[config.mk]
export PLATFORM = sky130hd
export DESIGN_NAME = lru_worker_dispatch_queues
export DESIGN_NICKNAME = d
export VERILOG_FILES = /design/src/hw/rtl/lwdq_pkg.sv /design/src/hw/rtl/lwdq_ram.sv /design/src/hw/rtl/lwdq_ctrl.sv /design/src/hw/rtl/lwdq_dpath.sv /design/src/hw/rtl/lru_worker_dispatch_queues.sv
export VERILOG_INCLUDE_DIRS = /design/src /design/src/hw/rtl
export SDC_FILE = /design/constraint.sdc
export NUM_CORES = 2
export LEC_CHECK = 0
export BUFFER_PORTS_ARGS = -buffer_cell sky130_fd_sc_hd__buf_2
export CELL_PAD_IN_SITES_DETAIL_PLACEMENT = 0
export CELL_PAD_IN_SITES_GLOBAL_PLACEMENT = 1
export CORE_ASPECT_RATIO = 1.2
export CORE_MARGIN = 3
export CORE_UTILIZATION = 41
export CTS_CLUSTER_DIAMETER = 120
export CTS_CLUSTER_SIZE = 40
export DETAILED_ROUTE_END_ITERATION = 10
export PLACE_DENSITY = 0.63
export SLEW_MARGIN = 20
export SYNTH_ARGS = -nofsm -noshare
export SYNTH_HDL_FRONTEND = slang
export SYNTH_SLANG_ARGS = --single-unit
[constraint.sdc]
create_clock -name clock -period 8.13 [get_ports clock]
set_input_delay 0.813 -clock clock [delete_from_list [all_inputs] [get_ports clock]]
set_output_delay 0.813 -clock clock [all_outputs]
set_load 0.03 [all_outputs]
[src/hw/rtl/lru_worker_dispatch_queues_assert.svh]
// Assertion macros for the worker dispatcher.
// Used by the top level only; no other dependencies.
`ifndef LRU_WORKER_DISPATCH_QUEUES_ASSERT_SVH
`define LRU_WORKER_DISPATCH_QUEUES_ASSERT_SVH

// Same-cycle implication.
`define LWDQ_ASSERT_IMPL(lbl, clk, rst, ante, cons) \
   lbl: assert property (@(posedge clk) disable iff (rst) (ante) |-> (cons)) \
      else $error("lwdq: same-cycle check failed");

// Next-cycle implication.
`define LWDQ_ASSERT_NEXT(lbl, clk, rst, ante, cons) \
   lbl: assert property (@(posedge clk) disable iff (rst) (ante) |=> (cons)) \
      else $error("lwdq: next-cycle check failed");

`endif

[src/hw/rtl/lwdq_pkg.sv]
// Shared constants, codes and controller/datapath interface types
// for the worker dispatcher. No dependencies.
`timescale 1ns / 1ps

package lwdq_pkg;

   localparam int LWDQ_MAX_WORKERS     = 8;
   localparam int LWDQ_QUEUE_DEPTH     = 16;
   localparam int LWDQ_REQUEST_ID_BITS = 16;

   localparam int OP_W   = 3;
   localparam int SLOT_W = 3;
   localparam int REQ_W  = 16;
   localparam int MASK_W = 8;
   localparam int STAT_W = 3;
   localparam int QTOT_W = 8;

   localparam logic [OP_W-1:0] OP_ADD       = 3'd0;
   localparam logic [OP_W-1:0] OP_TERMINATE = 3'd1;
   localparam logic [OP_W-1:0] OP_ENQUEUE   = 3'd2;
   localparam logic [OP_W-1:0] OP_FINISHED  = 3'd3;
   localparam logic [OP_W-1:0] OP_ASSIGN    = 3'd4;
   localparam logic [OP_W-1:0] OP_CANCEL    = 3'd5;
   localparam logic [OP_W-1:0] OP_QUERY     = 3'd6;

   localparam logic [STAT_W-1:0] ST_ASSIGNED = 3'd0;
   localparam logic [STAT_W-1:0] ST_QUEUED   = 3'd1;
   localparam logic [STAT_W-1:0] ST_NO_ELIG  = 3'd2;
   localparam logic [STAT_W-1:0] ST_FULL     = 3'd3;
   localparam logic [STAT_W-1:0] ST_NOTHING  = 3'd4;

   // where the request field of a result comes from
   typedef enum logic [1:0] {
      SRC_NONE,
      SRC_REQ,
      SRC_CUR,
      SRC_RAM
   } emit_src_type;

   typedef struct packed {
      logic              capture;
      logic              idx_clr;
      logic              idx_inc;
      logic              hit_latch;
      logic              join_slot;
      logic              enq_assign;
      logic              enq_queue;
      logic              term_start;
      logic              term_close;
      logic              pop_issue;
      logic              pop_dec_total;
      logic              pop_to_current;
      logic              clear_busy;
      logic              emit;
      logic [STAT_W-1:0] emit_status;
      emit_src_type      emit_src;
      logic              emit_last;
   } dp_cmd_type;

   typedef struct packed {
      logic [OP_W-1:0] op;
      logic            slot_in_range;
      logic            slot_act;
      logic            tgt_busy;
      logic            tgt_empty;
      logic            tgt_full;
      logic            scan_end;
      logic            scan_hit;
   } dp_stat_type;

endpackage

[src/hw/rtl/lwdq_ram.sv]
// Generic single-write, single-read RAM with registered read data.
// No dependencies.
`timescale 1ns / 1ps

module lwdq_ram #(
   parameter int WIDTH = 16,
   parameter int DEPTH = 128,
   localparam int AW = $clog2(DEPTH)
) (
   input  logic             clock,
   input  logic             wr_en,
   input  logic [AW-1:0]    wr_addr,
   input  logic [WIDTH-1:0] wr_data,
   input  logic             rd_en,
   input  logic [AW-1:0]    rd_addr,
   output logic [WIDTH-1:0] rd_data
);

   logic [WIDTH-1:0] mem_ff [DEPTH];
   logic [WIDTH-1:0] rd_data_ff;

   always_ff @(posedge clock) begin
      if (wr_en) begin
         mem_ff[wr_addr] <= wr_data;
      end
      if (rd_en) begin
         rd_data_ff <= mem_ff[rd_addr];
      end
   end

   assign rd_data = rd_data_ff;

endmodule

[src/hw/rtl/lwdq_ctrl.sv]
// Sequencing state machine of the worker dispatcher.
// Depends on lwdq_pkg; drives lwdq_dpath through dp_cmd_type.
`timescale 1ns / 1ps

module lwdq_ctrl
   import lwdq_pkg::*;
(
   input  logic        clock,
   input  logic        reset,
   input  logic        start,
   output logic        busy,
   input  dp_stat_type stat,
   output dp_cmd_type  cmd
);

   localparam logic [2:0] S_IDLE     = 3'd0;
   localparam logic [2:0] S_DISPATCH = 3'd1;
   localparam logic [2:0] S_SCAN     = 3'd2;
   localparam logic [2:0] S_ENQ      = 3'd3;
   localparam logic [2:0] S_TERM     = 3'd4;
   localparam logic [2:0] S_POP_WB   = 3'd5;
   localparam logic [2:0] S_T_RD     = 3'd6;
   localparam logic [2:0] S_T_OUT    = 3'd7;

   logic [2:0] state_ff;
   logic [2:0] state_in;

   always_ff @(posedge clock) begin
      if (reset) begin
         state_ff <= S_IDLE;
      end else begin
         state_ff <= state_in;
      end
   end

   assign busy = (state_ff != S_IDLE);

   always_comb begin
      cmd      = '0;
      state_in = state_ff;
      case (state_ff)
         S_IDLE: begin
            if (start) begin
               cmd.capture = 1'b1;
               state_in    = S_DISPATCH;
            end
         end
         S_DISPATCH: begin
            // single-result default; overridden below
            cmd.emit        = 1'b1;
            cmd.emit_status = ST_NOTHING;
            cmd.emit_src    = SRC_NONE;
            cmd.emit_last   = 1'b1;
            state_in        = S_IDLE;
            case (stat.op)
               OP_ADD: begin
                  cmd.join_slot = stat.slot_in_range && !stat.slot_act;
               end
               OP_TERMINATE: begin
                  if (stat.slot_act) begin
                     cmd.emit       = 1'b0;
                     cmd.term_start = 1'b1;
                     cmd.idx_clr    = 1'b1;
                     state_in       = S_SCAN;
                  end
               end
               OP_ENQUEUE: begin
                  cmd.emit    = 1'b0;
                  cmd.idx_clr = 1'b1;
                  state_in    = S_SCAN;
               end
               OP_FINISHED, OP_ASSIGN: begin
                  if (stat.slot_act) begin
                     cmd.clear_busy = (stat.op == OP_FINISHED);
                     if (!stat.tgt_empty) begin
                        cmd.emit          = 1'b0;
                        cmd.pop_issue     = 1'b1;
                        cmd.pop_dec_total = 1'b1;
                        state_in          = S_POP_WB;
                     end
                  end
               end
               OP_CANCEL, OP_QUERY: begin
                  if (stat.slot_act && stat.tgt_busy) begin
                     cmd.emit_status = ST_ASSIGNED;
                     cmd.emit_src    = SRC_CUR;
                     cmd.clear_busy  = (stat.op == OP_CANCEL);
                  end
               end
               default: begin
               end
            endcase
         end
         S_SCAN: begin
            if (stat.scan_end) begin
               cmd.emit        = 1'b1;
               cmd.emit_status = (stat.op == OP_ENQUEUE) ? ST_NO_ELIG : ST_NOTHING;
               cmd.emit_src    = SRC_NONE;
               cmd.emit_last   = 1'b1;
               state_in        = S_IDLE;
            end else if (stat.scan_hit) begin
               cmd.hit_latch = 1'b1;
               state_in      = (stat.op == OP_ENQUEUE) ? S_ENQ : S_TERM;
            end else begin
               cmd.idx_inc = 1'b1;
            end
         end
         S_ENQ: begin
            cmd.emit      = 1'b1;
            cmd.emit_src  = SRC_REQ;
            cmd.emit_last = 1'b1;
            if (!stat.tgt_busy) begin
               cmd.enq_assign  = 1'b1;
               cmd.emit_status = ST_ASSIGNED;
            end else if (stat.tgt_full) begin
               cmd.emit_status = ST_FULL;
            end else begin
               cmd.enq_queue   = 1'b1;
               cmd.emit_status = ST_QUEUED;
            end
            state_in = S_IDLE;
         end
         S_TERM: begin
            cmd.term_close = 1'b1;
            if (stat.tgt_busy) begin
               cmd.emit        = 1'b1;
               cmd.emit_status = ST_ASSIGNED;
               cmd.emit_src    = SRC_CUR;
               cmd.emit_last   = stat.tgt_empty;
            end else if (stat.tgt_empty) begin
               cmd.emit        = 1'b1;
               cmd.emit_status = ST_NOTHING;
               cmd.emit_src    = SRC_NONE;
               cmd.emit_last   = 1'b1;
            end
            state_in = stat.tgt_empty ? S_IDLE : S_T_RD;
         end
         S_T_RD: begin
            cmd.pop_issue = 1'b1;
            state_in      = S_T_OUT;
         end
         S_T_OUT: begin
            cmd.emit        = 1'b1;
            cmd.emit_status = ST_ASSIGNED;
            cmd.emit_src    = SRC_RAM;
            cmd.emit_last   = stat.tgt_empty;
            state_in        = stat.tgt_empty ? S_IDLE : S_T_RD;
         end
         S_POP_WB: begin
            cmd.pop_to_current = 1'b1;
            cmd.emit           = 1'b1;
            cmd.emit_status    = ST_ASSIGNED;
            cmd.emit_src       = SRC_RAM;
            cmd.emit_last      = 1'b1;
            state_in           = S_IDLE;
         end
         default: begin
            state_in = S_IDLE;
         end
      endcase
   end

endmodule

[src/hw/rtl/lwdq_dpath.sv]
// Datapath of the worker dispatcher: service list, worker flags,
// FIFO pointers, pending-request RAM and result register.
// Depends on lwdq_pkg and lwdq_ram.
`timescale 1ns / 1ps

module lwdq_dpath
   import lwdq_pkg::*;
#(
   parameter int MAX_WORKERS     = LWDQ_MAX_WORKERS,
   parameter int QUEUE_DEPTH     = LWDQ_QUEUE_DEPTH,
   parameter int REQUEST_ID_BITS = LWDQ_REQUEST_ID_BITS
) (
   input  logic              clock,
   input  logic              reset,
   input  logic [OP_W-1:0]   req_opcode,
   input  logic [SLOT_W-1:0] req_worker_slot,
   input  logic [REQ_W-1:0]  req_request_id,
   input  logic              req_request_valid,
   input  logic [MASK_W-1:0] req_eligible_mask,
   input  dp_cmd_type        cmd,
   output dp_stat_type       stat,
   output logic              rsp_strobe,
   output logic [STAT_W-1:0] rsp_status,
   output logic [SLOT_W-1:0] rsp_chosen_worker,
   output logic [REQ_W-1:0]  rsp_out_request,
   output logic              rsp_out_valid,
   output logic              rsp_last,
   output logic [QTOT_W-1:0] rsp_queued_total
);

   localparam int SW = $clog2(MAX_WORKERS);
   localparam int CW = $clog2(MAX_WORKERS + 1);
   localparam int PW = $clog2(QUEUE_DEPTH);
   localparam int FW = $clog2(QUEUE_DEPTH + 1);
   localparam int RAM_DEPTH = MAX_WORKERS * QUEUE_DEPTH;
   localparam int AW = $clog2(RAM_DEPTH);
   localparam int TW = $clog2(RAM_DEPTH + 1);
   localparam int RB = REQUEST_ID_BITS;

   // captured item
   logic [OP_W-1:0]   cap_op_ff,    cap_op_in;
   logic [SLOT_W-1:0] cap_slot_ff,  cap_slot_in;
   logic [RB-1:0]     cap_req_ff,   cap_req_in;
   logic              cap_rvalid_ff, cap_rvalid_in;
   logic [MASK_W-1:0] cap_mask_ff,  cap_mask_in;

   // scan state
   logic [CW-1:0] idx_ff,     idx_in;
   logic [SW-1:0] hit_c_ff,   hit_c_in;
   logic [SW-1:0] hit_pos_ff, hit_pos_in;

   // worker state
   logic [SW-1:0] order_ff  [MAX_WORKERS];
   logic [SW-1:0] order_in  [MAX_WORKERS];
   logic [CW-1:0] count_ff, count_in;
   logic          active_ff [MAX_WORKERS];
   logic          active_in [MAX_WORKERS];
   logic          wbusy_ff  [MAX_WORKERS];
   logic          wbusy_in  [MAX_WORKERS];
   logic [RB-1:0] cur_ff    [MAX_WORKERS];
   logic [RB-1:0] cur_in    [MAX_WORKERS];
   logic [PW-1:0] head_ff   [MAX_WORKERS];
   logic [PW-1:0] head_in   [MAX_WORKERS];
   logic [PW-1:0] tail_ff   [MAX_WORKERS];
   logic [PW-1:0] tail_in   [MAX_WORKERS];
   logic [FW-1:0] fill_ff   [MAX_WORKERS];
   logic [FW-1:0] fill_in   [MAX_WORKERS];
   logic [TW-1:0] total_ff, total_in;

   // result register
   logic              strobe_ff,  strobe_in;
   logic [STAT_W-1:0] status_ff,  status_in;
   logic [SLOT_W-1:0] chosen_ff,  chosen_in;
   logic [REQ_W-1:0]  oreq_ff,    oreq_in;
   logic              ovalid_ff,  ovalid_in;
   logic              last_ff,    last_in;
   logic [QTOT_W-1:0] qtot_ff,    qtot_in;

   logic [MAX_WORKERS-1:0] mask_ext;
   logic [SW-1:0]          w;
   logic [SW-1:0]          tgt;
   logic [SW-1:0]          scan_ent;
   logic                   in_range;
   logic [AW-1:0]          tgt_base;
   logic                   ram_wr_en;
   logic [AW-1:0]          ram_wr_addr;
   logic                   ram_rd_en;
   logic [AW-1:0]          ram_rd_addr;
   logic [RB-1:0]          ram_rd_data;
   logic [RB-1:0]          emit_req;

   genvar g;
   generate
      for (g = 0; g < MAX_WORKERS; g++) begin : g_mask
         if (g < MASK_W) begin : g_in
            assign mask_ext[g] = cap_mask_ff[g];
         end else begin : g_out
            assign mask_ext[g] = 1'b0;
         end
      end
   endgenerate

   assign w        = SW'(cap_slot_ff);
   assign in_range = int'(cap_slot_ff) < MAX_WORKERS;
   assign tgt      = (cap_op_ff == OP_ENQUEUE) ? hit_c_ff : w;
   assign scan_ent = order_ff[idx_ff[SW-1:0]];
   assign tgt_base = AW'(tgt) * AW'(QUEUE_DEPTH);

   always_comb begin
      stat.op            = cap_op_ff;
      stat.slot_in_range = in_range;
      stat.slot_act      = in_range && active_ff[w];
      stat.tgt_busy      = wbusy_ff[tgt];
      stat.tgt_empty     = (fill_ff[tgt] == '0);
      stat.tgt_full      = (fill_ff[tgt] == FW'(QUEUE_DEPTH));
      stat.scan_end      = (idx_ff >= count_ff);
      stat.scan_hit      = (cap_op_ff == OP_ENQUEUE) ? mask_ext[scan_ent]
                                                     : (scan_ent == w);
   end

   assign ram_wr_en   = cmd.enq_queue;
   assign ram_wr_addr = tgt_base + AW'(tail_ff[tgt]);
   assign ram_rd_en   = cmd.pop_issue;
   assign ram_rd_addr = tgt_base + AW'(head_ff[tgt]);

   lwdq_ram #(
      .WIDTH (RB),
      .DEPTH (RAM_DEPTH)
   ) u_pending (
      .clock   (clock),
      .wr_en   (ram_wr_en),
      .wr_addr (ram_wr_addr),
      .wr_data (cap_req_ff),
      .rd_en   (ram_rd_en),
      .rd_addr (ram_rd_addr),
      .rd_data (ram_rd_data)
   );

   always_comb begin
      cap_op_in     = cap_op_ff;
      cap_slot_in   = cap_slot_ff;
      cap_req_in    = cap_req_ff;
      cap_rvalid_in = cap_rvalid_ff;
      cap_mask_in   = cap_mask_ff;
      idx_in        = idx_ff;
      hit_c_in      = hit_c_ff;
      hit_pos_in    = hit_pos_ff;
      count_in      = count_ff;
      total_in      = total_ff;
      order_in      = order_ff;
      active_in     = active_ff;
      wbusy_in      = wbusy_ff;
      cur_in        = cur_ff;
      head_in       = head_ff;
      tail_in       = tail_ff;
      fill_in       = fill_ff;

      if (cmd.capture) begin
         cap_op_in     = req_opcode;
         cap_slot_in   = req_worker_slot;
         cap_req_in    = RB'(req_request_id);
         cap_rvalid_in = req_request_valid;
         cap_mask_in   = req_eligible_mask;
      end
      if (cmd.idx_clr) begin
         idx_in = '0;
      end
      if (cmd.idx_inc) begin
         idx_in = idx_ff + CW'(1);
      end
      if (cmd.hit_latch) begin
         hit_c_in   = scan_ent;
         hit_pos_in = idx_ff[SW-1:0];
      end

      // new worker goes to the front
      if (cmd.join_slot) begin
         for (int i = 1; i < MAX_WORKERS; i++) begin
            order_in[i] = order_ff[i-1];
         end
         order_in[0]  = w;
         count_in     = count_ff + CW'(1);
         active_in[w] = 1'b1;
         wbusy_in[w]  = cap_rvalid_ff;
         cur_in[w]    = cap_rvalid_ff ? cap_req_ff : '0;
         head_in[w]   = '0;
         tail_in[w]   = '0;
         fill_in[w]   = '0;
      end

      // winner moves to the back
      if (cmd.enq_assign || cmd.enq_queue) begin
         for (int i = 0; i < MAX_WORKERS - 1; i++) begin
            if (i >= int'(hit_pos_ff) && (i + 1) < int'(count_ff)) begin
               order_in[i] = order_ff[i+1];
            end
         end
         order_in[SW'(count_ff - CW'(1))] = hit_c_ff;
      end
      if (cmd.enq_assign) begin
         wbusy_in[tgt] = 1'b1;
         cur_in[tgt]   = cap_req_ff;
      end
      if (cmd.enq_queue) begin
         tail_in[tgt] = (tail_ff[tgt] == PW'(QUEUE_DEPTH - 1)) ? '0
                                                               : tail_ff[tgt] + PW'(1);
         fill_in[tgt] = fill_ff[tgt] + FW'(1);
         total_in     = total_ff + TW'(1);
      end

      // the whole backlog leaves at once in the count
      if (cmd.term_start) begin
         total_in = total_ff - TW'(fill_ff[w]);
      end
      if (cmd.term_close) begin
         for (int i = 0; i < MAX_WORKERS - 1; i++) begin
            if (i >= int'(hit_pos_ff)) begin
               order_in[i] = order_ff[i+1];
            end
         end
         count_in     = count_ff - CW'(1);
         active_in[w] = 1'b0;
         wbusy_in[w]  = 1'b0;
      end

      if (cmd.clear_busy) begin
         wbusy_in[w] = 1'b0;
      end
      if (cmd.pop_issue) begin
         head_in[w] = (head_ff[w] == PW'(QUEUE_DEPTH - 1)) ? '0 : head_ff[w] + PW'(1);
         fill_in[w] = fill_ff[w] - FW'(1);
         if (cmd.pop_dec_total) begin
            total_in = total_ff - TW'(1);
         end
      end
      if (cmd.pop_to_current) begin
         cur_in[w]   = ram_rd_data;
         wbusy_in[w] = 1'b1;
      end
   end

   always_comb begin
      case (cmd.emit_src)
         SRC_REQ: emit_req = cap_req_ff;
         SRC_CUR: emit_req = cur_ff[w];
         SRC_RAM: emit_req = ram_rd_data;
         default: emit_req = '0;
      endcase
      strobe_in = cmd.emit;
      status_in = cmd.emit_status;
      ovalid_in = (cmd.emit_src != SRC_NONE);
      oreq_in   = REQ_W'(emit_req);
      last_in   = cmd.emit_last;
      qtot_in   = QTOT_W'(total_in);
      if (cap_op_ff == OP_ENQUEUE) begin
         chosen_in = (cmd.emit_src == SRC_NONE) ? '0 : SLOT_W'(hit_c_ff);
      end else begin
         chosen_in = cap_slot_ff;
      end
   end

   always_ff @(posedge clock) begin
      if (reset) begin
         count_ff  <= '0;
         total_ff  <= '0;
         strobe_ff <= 1'b0;
         for (int i = 0; i < MAX_WORKERS; i++) begin
            active_ff[i] <= 1'b0;
            wbusy_ff[i]  <= 1'b0;
            head_ff[i]   <= '0;
            tail_ff[i]   <= '0;
            fill_ff[i]   <= '0;
         end
      end else begin
         count_ff  <= count_in;
         total_ff  <= total_in;
         strobe_ff <= strobe_in;
         active_ff <= active_in;
         wbusy_ff  <= wbusy_in;
         head_ff   <= head_in;
         tail_ff   <= tail_in;
         fill_ff   <= fill_in;
      end
   end

   always_ff @(posedge clock) begin
      cap_op_ff     <= cap_op_in;
      cap_slot_ff   <= cap_slot_in;
      cap_req_ff    <= cap_req_in;
      cap_rvalid_ff <= cap_rvalid_in;
      cap_mask_ff   <= cap_mask_in;
      idx_ff        <= idx_in;
      hit_c_ff      <= hit_c_in;
      hit_pos_ff    <= hit_pos_in;
      order_ff      <= order_in;
      cur_ff        <= cur_in;
      if (cmd.emit) begin
         status_ff <= status_in;
         chosen_ff <= chosen_in;
         oreq_ff   <= oreq_in;
         ovalid_ff <= ovalid_in;
         last_ff   <= last_in;
         qtot_ff   <= qtot_in;
      end
   end

   assign rsp_strobe        = strobe_ff;
   assign rsp_status        = status_ff;
   assign rsp_chosen_worker = chosen_ff;
   assign rsp_out_request   = oreq_ff;
   assign rsp_out_valid     = ovalid_ff;
   assign rsp_last          = last_ff;
   assign rsp_queued_total  = qtot_ff;

endmodule

[src/hw/rtl/lru_worker_dispatch_queues.sv]
// Top level of the LRU worker dispatcher with per-worker request FIFOs.
// Depends on lwdq_pkg, lwdq_ctrl, lwdq_dpath (and lwdq_ram below it),
// and the assertion macro header.
`timescale 1ns / 1ps
`include "lru_worker_dispatch_queues_assert.svh"

// One command beat is taken at a clock edge where start is high and busy is
// low. Each result beat is shown for exactly one cycle with rsp_strobe high
// and cannot be held off: the consumer must take it then. A command gives one
// result beat (rsp_last set), except terminate, which gives the worker's
// current request, if it has one, then every queued request, one beat each,
// the last one marked (one empty beat if it has neither). Add, cancel, query
// and finished/assign on an empty FIFO go from dispatch straight back to
// idle; finished/assign with a queued request adds one pending-RAM read;
// enqueue scans the service list one entry per cycle up to the chosen
// worker, or to its end when no worker is eligible; terminate scans likewise,
// then takes one RAM read and one output beat per queued request. The result
// register sits between the engine and the result port, so busy falls in the
// cycle the final beat is shown.
module lru_worker_dispatch_queues
   import lwdq_pkg::*;
#(
   parameter int MAX_WORKERS     = LWDQ_MAX_WORKERS,
   parameter int QUEUE_DEPTH     = LWDQ_QUEUE_DEPTH,
   parameter int REQUEST_ID_BITS = LWDQ_REQUEST_ID_BITS
) (
   input  logic              clock,
   input  logic              reset,
   input  logic              start,
   output logic              busy,
   input  logic [OP_W-1:0]   req_opcode,
   input  logic [SLOT_W-1:0] req_worker_slot,
   input  logic [REQ_W-1:0]  req_request_id,
   input  logic              req_request_valid,
   input  logic [MASK_W-1:0] req_eligible_mask,
   output logic              rsp_strobe,
   output logic [STAT_W-1:0] rsp_status,
   output logic [SLOT_W-1:0] rsp_chosen_worker,
   output logic [REQ_W-1:0]  rsp_out_request,
   output logic              rsp_out_valid,
   output logic              rsp_last,
   output logic [QTOT_W-1:0] rsp_queued_total
);

   dp_cmd_type  cmd;
   dp_stat_type stat;

   // controller: sequences scan, pops and drain
   lwdq_ctrl u_ctrl (
      .clock (clock),
      .reset (reset),
      .start (start),
      .busy  (busy),
      .stat  (stat),
      .cmd   (cmd)
   );

   // datapath: all worker state plus the result register
   lwdq_dpath #(
      .MAX_WORKERS     (MAX_WORKERS),
      .QUEUE_DEPTH     (QUEUE_DEPTH),
      .REQUEST_ID_BITS (REQUEST_ID_BITS)
   ) u_dpath (
      .clock             (clock),
      .reset             (reset),
      .req_opcode        (req_opcode),
      .req_worker_slot   (req_worker_slot),
      .req_request_id    (req_request_id),
      .req_request_valid (req_request_valid),
      .req_eligible_mask (req_eligible_mask),
      .cmd               (cmd),
      .stat              (stat),
      .rsp_strobe        (rsp_strobe),
      .rsp_status        (rsp_status),
      .rsp_chosen_worker (rsp_chosen_worker),
      .rsp_out_request   (rsp_out_request),
      .rsp_out_valid     (rsp_out_valid),
      .rsp_last          (rsp_last),
      .rsp_queued_total  (rsp_queued_total)
   );

   // an accepted command always keeps the engine busy in the following cycle
   `LWDQ_ASSERT_NEXT(a_accept_busy, clock, reset, start && !busy, busy)
   // a beat without a request carries a zero request field
   `LWDQ_ASSERT_IMPL(a_empty_beat, clock, reset, rsp_strobe && !rsp_out_valid, rsp_out_request == '0)
   // only the drain of a terminate produces non-final beats
   `LWDQ_ASSERT_IMPL(a_single_last, clock, reset, rsp_strobe && rsp_status != ST_ASSIGNED, rsp_last)
   // no eligible worker reports slot zero and no request
   `LWDQ_ASSERT_IMPL(a_no_elig, clock, reset, rsp_strobe && rsp_status == ST_NO_ELIG, rsp_chosen_worker == '0 && !rsp_out_valid)

endmodule
==> impl_metrics.csv <==
group,metric,value,unit
cells_and_area,fin_util,44.69,%
worst_hold_path,min_path_type,"primary input to flop",
cells_and_area,nets,7863,
clock_network,clk_latency,0.81,ns
setup_path,path_cells,"nor3b_4 > mux2i_1 > o22ai_1 > or4b_4 > a21oi_4 > buf_4 > a32oi_1 > a22oi_1 > a31oi_1 > a21oi_1 > nand4_1",
floorplan,coreArea,0.2413,mm²
power_and_ir_drop,power_density,209.3,mW/mm²
setup_path,critPathSlowestCell,"mux2i_1",
routing,drtIter0Drc,9043,
routing,wl,364100,µm
routing,first_pass_iters,8,
setup_path,path_max_fanout,36,
grt,gr-total-overflow,0,
grt,grt_pass1_wl,506000,µm
place,preCtsSetupSlack,1.073,ns
clock_network,post_cts_resized,0,
clock_network,cts_sinks,2425,
logic_synthesis,avgSynthCellArea,12.72,µm²
grt,grt_pass1_vias,63310,
logic_synthesis,syn-instance-count,7858,
setup_path,cp-end-kind,"flop",
setup_path,r2r-start,"u_dpath.cap_op_ff[0]",
routing,drcViolationCount,0,
timing,fin_ws,0.8119,ns
clock_network,cts-root-buf,"clkbuf_16",
place,globalplace.congestion,0.9519,
cells_and_area,final_common_cell,"edfxtp_1",
floorplan,die_x,456.7,µm
cells_and_area,mostFrequentLayoutCells,"2137 x edfxtp_1, 1784 x nand2_1, 714 x nand3_1",
routing,wl_per_cell,32.99,µm
timing,clock_skew,0.05728,ns
power_and_ir_drop,vdd_drop_max,0.1620,mV
floorplan,num_rows,197,
place,io_buffers,67,
timing,finalHoldViolations,0,
timing,drv_slew,0,
grt,grt_use_total,28.28,%
setup_path,max_stage_delay,0.92,ns
routing,viasPerCell,6.166,
cells_and_area,stdcell_count,11040,
routing,antenna_left,0,
setup_path,reg2reg_to,"u_dpath.u_pending.rd_data[6]",
timing,worst_pin_slew,1.422,ns
floorplan,io_pins,68,
clock_network,cts_buffers,74,
worst_hold_path,hold_path_end,"u_dpath.cap_slot_ff[0]",
setup_path,cp-start-kind,"flop",
floorplan,die_h,546.8,µm
grt,antenna_found_initial,11,
logic_synthesis,async_flop_share,0,%
logic_synthesis,yosysSeqAreaShare,69.98,%
worst_hold_path,hold_path_startpoint,"req_worker_slot[0]",
grt,grt_max_degree,138,
logic_synthesis,synthFlopType,"edfxtp_1",
timing,fmax,0.1366,GHz
logic_synthesis,ys.warnings.count,0,
logic_synthesis,synth_seq_cells,2425,
floorplan,dieArea,0.2497,mm²
setup_path,reg2reg_slack,0.81,ns
clock_network,cts_tree,"built",
logic_synthesis,synth_cell_type_count,82,
clock_network,cts.reportedPaths.clkPinSlew,0.15,ns
setup_path,crit_type,"flop to flop",
logic_synthesis,syn_nets,7913,
setup_path,r2r_cells,11,
routing,vias,68040,
cells_and_area,drive_gt1_share,9.787,%
run,cap_violations,0,
cells_and_area,syn_to_final_growth,7.909,%
worst_hold_path,worst_hold_path.num_cells,1,
logic_synthesis,syn_area,0.09994,mm²
outcome,status,"finished, final reports clean",
timing,rsz0062_at_grt,"false",
clock_network,post-cts-setup-buffers,0,
power_and_ir_drop,p_leak,0.03540,µW
setup_path,critPathRequiredTime,8.58,ns
place,hpwl,232800,µm
clock_network,hold_buffers,0,
clock_network,cts_max_level,3,
timing,min_period,7.318,ns
clock_network,ctsLongestPathBuffers,3,
timing,setup_violations,0,
timing,maxSlewHeadroom,5.231,%
timing,finalCritPeriodShare,90.01,%
logic_synthesis,synth_edf_count,2137,
timing,fin_setup_tns,0,ns
floorplan,start_util,41.42,%
place,dp.cells,10920,
setup_path,critPathArrivalTime,7.77,ns
-- synth_stat cells, drive strengths merged, types with 106 or more instances --
master,n,area [µm²]
edfxtp,2137,64170
nand2,1785,6700
nand3,714,3573
nor2,388,1456
dfxtp,288,5766
buf,278,1319
clkbuf,270,1013
o21ai,246,1231
mux2i,201,2027
a22oi,186,1396
a21oi,181,909.6
nand4,121,757.0
a311oi,114,998.5
and3,106,663.1
-- metrics by stage --
| step | area (µm²) | hold slack (ns) | total power (µW) |
|---|---|---|---|
| 5_1_grt | 107800 | 0.1538 | 23190 |
| 4_1_cts | 107800 | 0.1255 | 22650 |
| 3_5_place_dp | 105500 | 0.4618 | 17120 |
| 2_1_floorplan | 99940 | 0.4473 | 15760 |
| 6_report | 107800 | 0.1800 | 22570 |
| 3_3_place_gp | 105400 | 0.4547 | 17080 |
-- report_power, final --
group / internal [µW] / total (µW) / switching [µW]
clock network: 1900 / 5720 / 3820
registers: 13700 / 13800 / 99.7
logic: 859 / 3090 / 2230
total: 16400 / 22600 / 6150
-- area by class of cell --
class / count / area [µm²]
Tap cell: 3184 / 3984
Sequential cell: 2425 / 69940
Clock buffer: 92 / 2047
Inverter: 39 / 146.4
Clock inverter: 13 / 235.2
Multi-Input combinational cell: 4846 / 27950
Timing Repair Buffer: 422 / 3515
Antenna cell: 14 / 35.03
Fill cell: 21700 / 133500
-- logic make-up after synthesis --
kind of cell	share of synthesized area (%)
buffers and inverters	2.480
adders and majority gates	0.2704
and+or+nand+nor	14.54
DFF	69.98
xor gates and xnor gates	0.2279
AOI/OAI and AO/OA	7.786
muxes	4.714
-- worst max path at each step --
stage,start,to,depth (start not counted),slack (ns)
2_1_floorplan,u_dpath.cap_op_ff[0],u_dpath.rsp_chosen_worker[0],12,3.32
3_3_place_gp,u_dpath.cap_op_ff[0],u_dpath.u_pending.rd_data[1],13,-0.55
3_5_place_dp,u_dpath.cap_op_ff[0],u_dpath.u_pending.rd_data[6],11,1.07
4_1_cts,u_dpath.cap_op_ff[0],u_dpath.u_pending.rd_data[6],11,1.06
5_1_grt,u_dpath.cap_op_ff[0],u_dpath.u_pending.rd_data[6],11,0.83
6_report,u_dpath.cap_op_ff[0],u_dpath.u_pending.rd_data[6],11,0.81
-- flip-flops by register name, indices dropped and copies added (netlist names), 4 cells and up --
name	cells
u_dpath.active_ff	8
u_dpath.cap_mask_ff	8
u_dpath.cap_req_ff	16
u_dpath.count_ff	4
u_dpath.cur_ff	128
u_dpath.fill_ff	40
u_dpath.head_ff	32
u_dpath.idx_ff	4
u_dpath.order_ff	24
u_dpath.rsp_out_request	16
u_dpath.rsp_queued_total	8
u_dpath.tail_ff	32
u_dpath.total_ff	8
u_dpath.u_pending.mem_ff	2048
u_dpath.u_pending.rd_data	16
u_dpath.wbusy_ff	8
-- routing by layer --
| metal | up-vias | share of wire [%] | global-route usage, % |
|---|---|---|---|
| met1 | 35160 | 39 | 37.09 |
| met3 | 555 | 6.9 | 3.017 |
| li1 | 29120 | - | - |
| met5 | - | 0.0033 | 0 |
| met4 | 2 | 5.9 | 14.51 |
| met2 | 3215 | 48 | 46.70 |
-- worst max-delay path, delay by kind of cell, from the launching register on --
kind                   cells  cell delay (ns)
buffers and inverters      1             0.56
flip-flops                 1             0.61
multiplexers               1             0.92
AND/OR/NAND/NOR            3             1.96
AO/OA/AOI/OAI              6             2.82
(Power assumes the default switching activity.)
